==> src/design/dls_pkg.sv <==
`timescale 1ns / 1ps
// Package for the performance level selector: widths, action codes,
// frequency and transition tables, result and state structs. No dependencies.
package dls_pkg;

   localparam int LEVEL_W = 3;
   localparam int FREQ_W  = 20;
   localparam int HOLD_W  = 16;
   localparam int NUM_LEVELS = 5;

   // action codes
   localparam logic [2:0] ACT_STEP    = 3'd0;
   localparam logic [2:0] ACT_LOOKUP  = 3'd1;
   localparam logic [2:0] ACT_BOOST   = 3'd2;
   localparam logic [2:0] ACT_HOLD    = 3'd3;
   localparam logic [2:0] ACT_RELEASE = 3'd4;

   // direction codes; anything at or above DIR_INVALID is an error
   localparam logic [1:0] DIR_DOWN    = 2'd0;
   localparam logic [1:0] DIR_UP      = 2'd1;
   localparam logic [1:0] DIR_INVALID = 2'd2;

   localparam logic [LEVEL_W-1:0] MAX_LEVEL_SHORT = 3'd3;
   localparam logic [LEVEL_W-1:0] MAX_LEVEL_LONG  = 3'd4;

   localparam logic signed [HOLD_W-1:0] HOLD_MAX = 16'sh7FFF;
   localparam logic signed [HOLD_W-1:0] HOLD_MIN = -16'sh8000;

   // [table][level], descending frequency in kHz
   localparam logic [FREQ_W-1:0] LEVEL_FREQ [2][NUM_LEVELS] = '{
      '{20'd532000, 20'd266000, 20'd133000, 20'd66000, 20'd66000},
      '{20'd800000, 20'd400000, 20'd266000, 20'd133000, 20'd66000}
   };

   // [table][level][0 down, 1 up]
   localparam logic [LEVEL_W-1:0] TRANS_TAB [2][NUM_LEVELS][2] = '{
      '{'{3'd1, 3'd0}, '{3'd2, 3'd0}, '{3'd3, 3'd1}, '{3'd3, 3'd2}, '{3'd3, 3'd2}},
      '{'{3'd1, 3'd0}, '{3'd2, 3'd0}, '{3'd3, 3'd1}, '{3'd4, 3'd2}, '{3'd4, 3'd3}}
   };

   typedef struct packed {
      logic [LEVEL_W-1:0]        level;
      logic [LEVEL_W-1:0]        cap;
      logic signed [HOLD_W-1:0]  hold;
   } state_type;

   typedef struct packed {
      logic [LEVEL_W-1:0] level;
      logic [FREQ_W-1:0]  level_freq;
      logic               direction_error;
   } result_type;

   function automatic logic [LEVEL_W-1:0] max_level(input logic table_sel);
      return table_sel ? MAX_LEVEL_LONG : MAX_LEVEL_SHORT;
   endfunction

   // clamp a level to the slowest level of the table
   function automatic logic [LEVEL_W-1:0] safe_level(input logic [LEVEL_W-1:0] lv,
                                                      input logic table_sel);
      logic [LEVEL_W-1:0] m;
      m = max_level(table_sel);
      return (lv > m) ? m : lv;
   endfunction

endpackage

==> src/design/dls_if.sv <==
`timescale 1ns / 1ps
// Valid/ready channel interfaces for request and response beats.
// Depends on dls_pkg for field widths.
interface dls_req_if;
   logic                          valid;
   logic                          ready;
   logic [2:0]                    action;
   logic [dls_pkg::FREQ_W-1:0]    request_freq;
   logic [1:0]                    direction;

   modport source (output valid, output action, output request_freq, output direction,
                   input ready);
   modport sink   (input valid, input action, input request_freq, input direction,
                   output ready);
endinterface

interface dls_rsp_if;
   logic                          valid;
   logic                          ready;
   logic [dls_pkg::LEVEL_W-1:0]   level;
   logic [dls_pkg::FREQ_W-1:0]    level_freq;
   logic                          direction_error;

   modport source (output valid, output level, output level_freq, output direction_error,
                   input ready);
   modport sink   (input valid, input level, input level_freq, input direction_error,
                   output ready);
endinterface

==> src/design/dls_level_calc.sv <==
`timescale 1ns / 1ps
// Next-state and result logic for one request beat.
// Depends on dls_pkg.
module dls_level_calc (
   input  logic                          table_sel,
   input  dls_pkg::state_type            state,
   input  logic [2:0]                    action,
   input  logic [dls_pkg::FREQ_W-1:0]    request_freq,
   input  logic [1:0]                    direction,
   output dls_pkg::state_type            state_next,
   output dls_pkg::result_type           result
);

   logic [dls_pkg::LEVEL_W-1:0] cur;
   logic [dls_pkg::LEVEL_W-1:0] maxl;
   logic [dls_pkg::FREQ_W-1:0]  top_freq;
   logic [dls_pkg::FREQ_W-1:0]  cur_freq;
   logic                        cur_match;
   logic [dls_pkg::NUM_LEVELS-1:0] at_or_above;
   logic [dls_pkg::LEVEL_W-1:0] ge_count;
   logic [dls_pkg::LEVEL_W-1:0] step_raw;
   logic [dls_pkg::LEVEL_W-1:0] look_raw;
   logic [dls_pkg::LEVEL_W-1:0] out_level;
   logic                        dir_err;

   assign cur       = dls_pkg::safe_level(state.level, table_sel);
   assign maxl      = dls_pkg::max_level(table_sel);
   assign top_freq  = dls_pkg::LEVEL_FREQ[table_sel][0];
   assign cur_freq  = dls_pkg::LEVEL_FREQ[table_sel][cur];
   assign cur_match = (cur_freq == request_freq);

   // lookup: slowest level whose frequency still meets the request
   always_comb begin
      for (int j = 0; j < dls_pkg::NUM_LEVELS; j++) begin
         at_or_above[j] = (dls_pkg::LEVEL_W'(j) <= maxl) &&
                          (dls_pkg::LEVEL_FREQ[table_sel][j] >= request_freq);
      end
   end

   assign ge_count = dls_pkg::LEVEL_W'($countones(at_or_above));
   assign look_raw = ge_count - 3'd1;

   // step: ride the transition table on a match, else jump near the top
   always_comb begin
      if (request_freq > top_freq) begin
         step_raw = '0;
      end else if (cur_match) begin
         step_raw = dls_pkg::TRANS_TAB[table_sel][cur][direction == dls_pkg::DIR_UP];
      end else if (direction == dls_pkg::DIR_DOWN) begin
         step_raw = 3'd1;
      end else begin
         step_raw = '0;
      end
   end

   always_comb begin
      state_next = state;
      dir_err    = 1'b0;
      unique case (action)
         dls_pkg::ACT_STEP: begin
            dir_err = (request_freq <= top_freq) && (direction >= dls_pkg::DIR_INVALID);
            state_next.level = dls_pkg::safe_level(
               (step_raw > state.cap) ? state.cap : step_raw, table_sel);
         end
         dls_pkg::ACT_LOOKUP: begin
            if (request_freq >= top_freq) begin
               state_next.level = '0;
            end else if (cur_match) begin
               state_next.level = cur;
            end else begin
               state_next.level = dls_pkg::safe_level(
                  (look_raw > state.cap) ? state.cap : look_raw, table_sel);
            end
         end
         dls_pkg::ACT_BOOST: begin
            state_next.level = '0;
         end
         dls_pkg::ACT_HOLD: begin
            if (state.hold > 0) begin
               if (state.hold != dls_pkg::HOLD_MAX) state_next.hold = state.hold + 16'sd1;
            end else begin
               state_next.cap  = maxl - 3'd1;
               state_next.hold = state.hold + 16'sd1;
            end
         end
         dls_pkg::ACT_RELEASE: begin
            if (state.hold > 1) begin
               state_next.hold = state.hold - 16'sd1;
            end else begin
               state_next.cap = maxl;
               if (state.hold != dls_pkg::HOLD_MIN) state_next.hold = state.hold - 16'sd1;
            end
         end
         default: begin
         end
      endcase
   end

   assign out_level              = dls_pkg::safe_level(state_next.level, table_sel);
   assign result.level           = out_level;
   assign result.level_freq      = dls_pkg::LEVEL_FREQ[table_sel][out_level];
   assign result.direction_error = dir_err;

endmodule

==> src/design/dls_out_queue.sv <==
`timescale 1ns / 1ps
// Two-entry response buffer: output register plus skid register.
// Depends on dls_pkg.
module dls_out_queue (
   input  logic                 clock,
   input  logic                 reset,
   input  logic                 push,
   input  dls_pkg::result_type  push_data,
   output logic                 can_push,
   output logic                 out_valid,
   input  logic                 out_ready,
   output dls_pkg::result_type  out_data
);

   logic                main_valid_ff, main_valid_in;
   logic                skid_valid_ff, skid_valid_in;
   dls_pkg::result_type main_ff, main_in;
   dls_pkg::result_type skid_ff, skid_in;
   logic                pop;

   assign pop       = main_valid_ff && out_ready;
   assign can_push  = !skid_valid_ff;
   assign out_valid = main_valid_ff;
   assign out_data  = main_ff;

   always_comb begin
      main_valid_in = main_valid_ff;
      skid_valid_in = skid_valid_ff;
      main_in       = main_ff;
      skid_in       = skid_ff;
      if (skid_valid_ff) begin
         if (pop) begin
            main_in       = skid_ff;
            skid_valid_in = 1'b0;
         end
      end else if (push) begin
         if (main_valid_ff && !pop) begin
            skid_in       = push_data;
            skid_valid_in = 1'b1;
         end else begin
            main_in       = push_data;
            main_valid_in = 1'b1;
         end
      end else if (pop) begin
         main_valid_in = 1'b0;
      end
   end

   always_ff @(posedge clock) begin
      if (reset) begin
         main_valid_ff <= 1'b0;
         skid_valid_ff <= 1'b0;
      end else begin
         main_valid_ff <= main_valid_in;
         skid_valid_ff <= skid_valid_in;
      end
   end

   always_ff @(posedge clock) begin
      main_ff <= main_in;
      skid_ff <= skid_in;
   end

endmodule

==> src/design/dvfs_level_selector.sv <==
`timescale 1ns / 1ps
// Performance level selector, top level; responses are registered. Throughput:
// one beat per cycle while the skid register is empty; the level/cap/hold update
// is a single pass through the table compares. A 2-deep response buffer lets
// requests keep flowing while one response is stalled. Synchronous active-high
// reset: level 0, cap 3, hold count 0, four-level table, response buffer empty.
module dvfs_level_selector (
   input  logic            clock,
   input  logic            reset,
   dls_req_if.sink         req_bus,
   dls_rsp_if.source       rsp_bus,
   input  logic            csr_write_en,
   input  logic            csr_write_data
);

   // table_sel 0: 532 MHz / four levels, 1: 800 MHz / five levels
   logic                table_sel_ff, table_sel_in;
   dls_pkg::state_type  state_ff, state_in;
   dls_pkg::state_type  state_next;
   dls_pkg::result_type result;
   dls_pkg::result_type out_data;
   logic                req_fire;
   logic                can_push;

   assign req_bus.ready = can_push;
   assign req_fire      = req_bus.valid && can_push;

   dls_level_calc u_calc (
      .table_sel    (table_sel_ff),
      .state        (state_ff),
      .action       (req_bus.action),
      .request_freq (req_bus.request_freq),
      .direction    (req_bus.direction),
      .state_next   (state_next),
      .result       (result)
   );

   // The user must write the CSR only while idle; the block does not enforce this.
   // A table switch reloads the cap and clips the level into the new table.
   always_comb begin
      table_sel_in = table_sel_ff;
      state_in     = state_ff;
      if (csr_write_en) begin
         table_sel_in   = csr_write_data;
         state_in.cap   = dls_pkg::max_level(csr_write_data);
         state_in.level = dls_pkg::safe_level(state_ff.level, csr_write_data);
      end else if (req_fire) begin
         state_in = state_next;
      end
   end

   always_ff @(posedge clock) begin
      if (reset) begin
         table_sel_ff   <= 1'b0;
         state_ff.level <= '0;
         state_ff.cap   <= dls_pkg::MAX_LEVEL_SHORT;
         state_ff.hold  <= '0;
      end else begin
         table_sel_ff <= table_sel_in;
         state_ff     <= state_in;
      end
   end

   dls_out_queue u_out_queue (
      .clock     (clock),
      .reset     (reset),
      .push      (req_fire),
      .push_data (result),
      .can_push  (can_push),
      .out_valid (rsp_bus.valid),
      .out_ready (rsp_bus.ready),
      .out_data  (out_data)
   );

   assign rsp_bus.level           = out_data.level;
   assign rsp_bus.level_freq      = out_data.level_freq;
   assign rsp_bus.direction_error = out_data.direction_error;

   // level stays inside the active table
   a_level_in_table: assert property (@(posedge clock) disable iff (reset)
      state_ff.level <= dls_pkg::max_level(table_sel_ff))
      else $error("level beyond slowest table entry");

   // cap is either the slowest level or one above it
   a_cap_range: assert property (@(posedge clock) disable iff (reset)
      (state_ff.cap == dls_pkg::max_level(table_sel_ff)) ||
      (state_ff.cap == dls_pkg::max_level(table_sel_ff) - 3'd1))
      else $error("level cap out of range");

   // after every accepted request beat, a response is valid the next cycle
   a_beat_to_rsp: assert property (@(posedge clock) disable iff (reset)
      (req_bus.valid && req_bus.ready) |=> rsp_bus.valid)
      else $error("accepted beat produced no response");

endmodule
==> src/flat_wrapper.sv <==
// flat-port wrapper written by rule: the top's interface ports become plain ports
module dvfs_level_selector_flat 
  (clock, reset, csr_write_en, csr_write_data, req_bus_valid, req_bus_action, req_bus_request_freq, req_bus_direction, req_bus_ready, rsp_bus_valid, rsp_bus_level, rsp_bus_level_freq, rsp_bus_direction_error, rsp_bus_ready);
  dls_req_if req_bus_i ();
  dls_rsp_if rsp_bus_i ();
  input  logic clock;
  input  logic reset;
  input  logic csr_write_en;
  input  logic csr_write_data;
  input wire logic [$bits(req_bus_i.valid)-1:0] req_bus_valid;
  input wire logic [$bits(req_bus_i.action)-1:0] req_bus_action;
  input wire logic [$bits(req_bus_i.request_freq)-1:0] req_bus_request_freq;
  input wire logic [$bits(req_bus_i.direction)-1:0] req_bus_direction;
  output wire logic [$bits(req_bus_i.ready)-1:0] req_bus_ready;
  output wire logic [$bits(rsp_bus_i.valid)-1:0] rsp_bus_valid;
  output wire logic [$bits(rsp_bus_i.level)-1:0] rsp_bus_level;
  output wire logic [$bits(rsp_bus_i.level_freq)-1:0] rsp_bus_level_freq;
  output wire logic [$bits(rsp_bus_i.direction_error)-1:0] rsp_bus_direction_error;
  input wire logic [$bits(rsp_bus_i.ready)-1:0] rsp_bus_ready;
  assign req_bus_i.valid = req_bus_valid;
  assign req_bus_i.action = req_bus_action;
  assign req_bus_i.request_freq = req_bus_request_freq;
  assign req_bus_i.direction = req_bus_direction;
  assign req_bus_ready = req_bus_i.ready;
  assign rsp_bus_valid = rsp_bus_i.valid;
  assign rsp_bus_level = rsp_bus_i.level;
  assign rsp_bus_level_freq = rsp_bus_i.level_freq;
  assign rsp_bus_direction_error = rsp_bus_i.direction_error;
  assign rsp_bus_i.ready = rsp_bus_ready;
  dvfs_level_selector u_core (.clock(clock), .reset(reset), .req_bus(req_bus_i), .rsp_bus(rsp_bus_i), .csr_write_en(csr_write_en), .csr_write_data(csr_write_data));
endmodule
==> config.mk <==
export PLATFORM = sky130hd
export DESIGN_NAME = dvfs_level_selector_flat
export DESIGN_NICKNAME = d
export VERILOG_FILES = /design/src/design/dls_pkg.sv /design/src/design/dls_if.sv /design/src/design/dls_level_calc.sv /design/src/design/dls_out_queue.sv /design/src/design/dvfs_level_selector.sv /design/src/flat_wrapper.sv
export SDC_FILE = /design/constraint.sdc
export NUM_CORES = 1
export LEC_CHECK = 0
export BUFFER_PORTS_ARGS = -buffer_cell sky130_fd_sc_hd__buf_4
export CAP_MARGIN = 10
export CORE_MARGIN = 4
export CORE_UTILIZATION = 29
export CTS_CLUSTER_SIZE = 28
export DETAILED_ROUTE_END_ITERATION = 6
export GPL_ROUTABILITY_DRIVEN = 0
export GPL_TIMING_DRIVEN = 0
export SETUP_SLACK_MARGIN = 0.15
export SYNTH_ARGS = -nofsm -noshare
export SYNTH_HDL_FRONTEND = slang
export SYNTH_SLANG_ARGS = --single-unit
==> constraint.sdc <==
create_clock -name clock -period 11.01 [get_ports clock]
set_input_delay 1.101 -clock clock [delete_from_list [all_inputs] [get_ports clock]]
set_output_delay 1.101 -clock clock [all_outputs]
set_load 0.1 [all_outputs]
==> results.py <==
metrics = {
    "yosys": {
        "synth_commonest_cells": "ha_1, nor2_1, nand2_1",
        "netlist_area_mm2": 0.00560,
        "synth_edf_count": 36,
        "synthArstFlopShare_pct": 0,
        "synth.distinct_cells": 79,
        "netlist.top_cell.by_area": "edfxtp_1",
        "synth_most_common_cell": "ha_1",
        "ys_seq_elements": 61,
        "synthTopCellsByArea": "edfxtp_1, ha_1, dfxtp_1, a21oi_1, nor2_1",
        "yosysSeqAreaShare_pct": 28.2,
        "syn_inst": 658,
        "avgSynthCellArea_um2": 8.51,
        "synth_top_area_share_pct": 19.3,
        "synth_flop_cell": "edfxtp_1",
        "ys_warn_count": 0,
    },
    "min_path": {
        "holdPathStages": 2,
        "hold_start": "u_core.u_out_queue.skid_ff[20]",
        "holdPathEnd": "u_core.u_out_queue.out_data[20]",
        "min_path_type": "flip-flop to flip-flop",
    },
    "setup_path": {
        "required_ns": 11.09,
        "worst-r2r-setup-slack_ns": 0.97,
        "r2r_start": "u_core.table_sel_ff",
        "arrival_ns": 10.12,
        "timing.rr.end": "u_core.u_out_queue.out_data[18]",
        "slowest_stage": "or4_1",
        "crit_path_end_kind": "flip-flop",
        "slowest_delay_ns": 0.52,
        "critPathMaxFanout": 34,
        "startpoint_type": "flip-flop",
        "reg2reg_depth": 43,
        "crit_top_cell": "ha_1",
        "critical_path_class": "flip-flop to flip-flop",
    },
    "timing": {
        "finalWorstPathRequiredPeriod_ns": 10.04,
        "rsz0062_at_grt": "false",
        "slew_violations": 0,
        "setup_violations": 0,
        "holdWs_ns": 0.530,
        "timing.fmax_ghz": 0.0996,
        "max_slew_margin_pct": 36.1,
        "min_period_over_period_pct": 91.2,
        "fin_setup_tns_ns": 0,
        "finalHoldViolations": 0,
        "finClkSkew_ns": 0.00434,
        "worst_pin_slew_ns": 0.958,
    },
    "global_routing": {
        "antenna_found_initial": 0,
        "grt_pass1_wl_um": 23500,
        "gr-total-overflow": 0,
        "grt.total_usage_pct": 12.9,
        "grt_max_degree": 35,
        "grt_pass1_vias": 4862,
    },
    "routing": {
        "ant_nets": 0,
        "vias": 5066,
        "drt-pass1-iter-count": 5,
        "wl_per_cell_um": 14.1,
        "drc": 0,
        "drt_wl_total_um": 14100,
        "viasPerCell": 5.10,
        "drt_iter0_drc": 347,
    },
    "final_layout": {
        "nFillCells": 1947,
        "n_antenna_cell": 0,
        "syn2layout_area_growth_pct": 19.5,
        "fin_util_pct": 35.5,
        "layoutNonFillerInstCount": 994,
        "layout-drive-gt1-share_pct": 15.7,
        "nets": 830,
    },
    "floorplan": {
        "initial_core_util_pct": 29.7,
        "die_h_um": 147,
        "rows": 50,
        "fp.dieArea_mm2": 0.0216,
        "die-width_um": 147,
        "core_area_mm2": 0.0188,
        "ios": 57,
    },
    "run": {
        "max_cap_violations": 0,
    },
    "place": {
        "port_buffers": 50,
        "dp.cells": 973,
        "dpl.hpwl_um": 10800,
    },
    "power": {
        "irDropWorstVdd_v": 0.0000700,
        "finalPower_uw": 837,
        "powerDensity_mw_per_mm2": 125,
        "p_leak_uw": 0.00277,
    },
    "clocking": {
        "clkSinkCount": 61,
        "clk_pin_slew_ns": 0.05,
        "cts.path.max_buffers": 2,
        "numCtsBuffers": 9,
        "clkLatencyLatePin_ns": 0.33,
        "cts_root_buf": "clkbuf_16",
        "h-tree-depth": 3,
        "cts_tree": "yes",
    },
    "status": {
        "status": "completed",
    },
}
-- layer usage --
layer,vias to the layer above,part of all wire (%),global-route usage (%)
li1,2604,-,-
met1,2361,49,17.0
met2,83,47,21.6
met3,18,3.4,2.56
met4,0,1.3,3.49
met5,-,0,0
-- flip-flops by register name, indices dropped and copies added (netlist names) --
| register | flops |
|---|---|
| u_core.state_ff | 22 |
| u_core.u_out_queue.out_valid | 1 |
| u_core.u_out_queue.out_data | 18 |
| u_core.table_sel_ff | 1 |
| u_core.u_out_queue.skid_valid_ff | 1 |
| u_core.u_out_queue.skid_ff | 18 |
-- cell families (layout without fill, tap and decap cells) --
group           Yosys count  count (layout)  synth area share (%)
compound gates          183             183                  22.5
xor+xnor                 20              20                  3.13
fa+ha+maj                70              70                  15.9
buf+inv                  65             137                  4.87
flops                    61              61                  28.2
mux                      14              14                  2.73
other cells               1               5                0.0670
simple gates            244             244                  22.5
-- cell usage in the layout (no fill, tap or decap), types with 12 or more instances in the layout --
cell type / count
a21oi_1: 49
a31oi_1: 12
buf_4: 61
clkbuf_1: 15
dfxtp_1: 24
edfxtp_1: 36
ha_1: 68
inv_1: 36
nand2_1: 51
nand3_1: 25
nor2_1: 58
nor2b_1: 12
nor3_1: 17
o21ai_0: 28
-- critical path, delay by kind of cell, from the launching register on --
| family | cells | cell delay [ns] |
|---|---|---|
| buf+inv | 5 | 1.13 |
| flops | 1 | 0.50 |
| fa+ha+maj | 6 | 1.77 |
| mux | 2 | 0.51 |
| compound gates | 14 | 2.74 |
| simple gates | 16 | 3.13 |
-- where the power goes --
group / switching [µW] / internal (µW) / leakage, µW
clock network: 97.2 / 173 / 0.000137
logic: 200 / 97.0 / 0.00208
registers: 7.52 / 262 / 0.000546
-- through the flow --
step           cell area (µm²)  worst slack, ns
2_1_floorplan             5610            0.900
3_3_place_gp              6310            -1.14
3_5_place_dp              6350           -0.354
4_1_cts                   6640            0.164
5_1_grt                   6690            0.134
6_report                  6690            0.967
-- layout make-up --
class | instances | area (µm²) | share of cell area, %
multi-input cells | 536 | 3780 | 56.4
flip-flops and latches | 61 | 1590 | 23.7
repair buffers | 56 | 440 | 6.58
well taps | 260 | 325 | 4.86
clock buffers | 11 | 233 | 3.48
inverters | 41 | 156 | 2.34
plain buffers | 24 | 124 | 1.85
clock inverters | 5 | 51.3 | 0.766
-- worst max path at each step --
stage                   startpoint                               to  slack, ns  cells after the start
3_3_place_gp   u_core.table_sel_ff  u_core.u_out_queue.out_data[18]      -1.14                     37
2_1_floorplan  u_core.table_sel_ff  u_core.u_out_queue.out_data[18]       0.90                     37
6_report       u_core.table_sel_ff  u_core.u_out_queue.out_data[18]       0.97                     43
4_1_cts        u_core.table_sel_ff  u_core.u_out_queue.out_data[18]       0.16                     44
3_5_place_dp   u_core.table_sel_ff  u_core.u_out_queue.out_data[18]      -0.35                     38
5_1_grt        u_core.table_sel_ff  u_core.u_out_queue.out_data[18]       0.13                     43
-- what timing repair did --
item	in CTS	in global routing
endpoints found under the hold margin	0	0
setup buffers	0	5
endpoints found under the setup margin	21	27
hold buffers	0	0
gates resized for setup	2	9
pin swaps	0	2
gates cloned	0	0
Note: power is estimated with default switching activity, not from simulation.
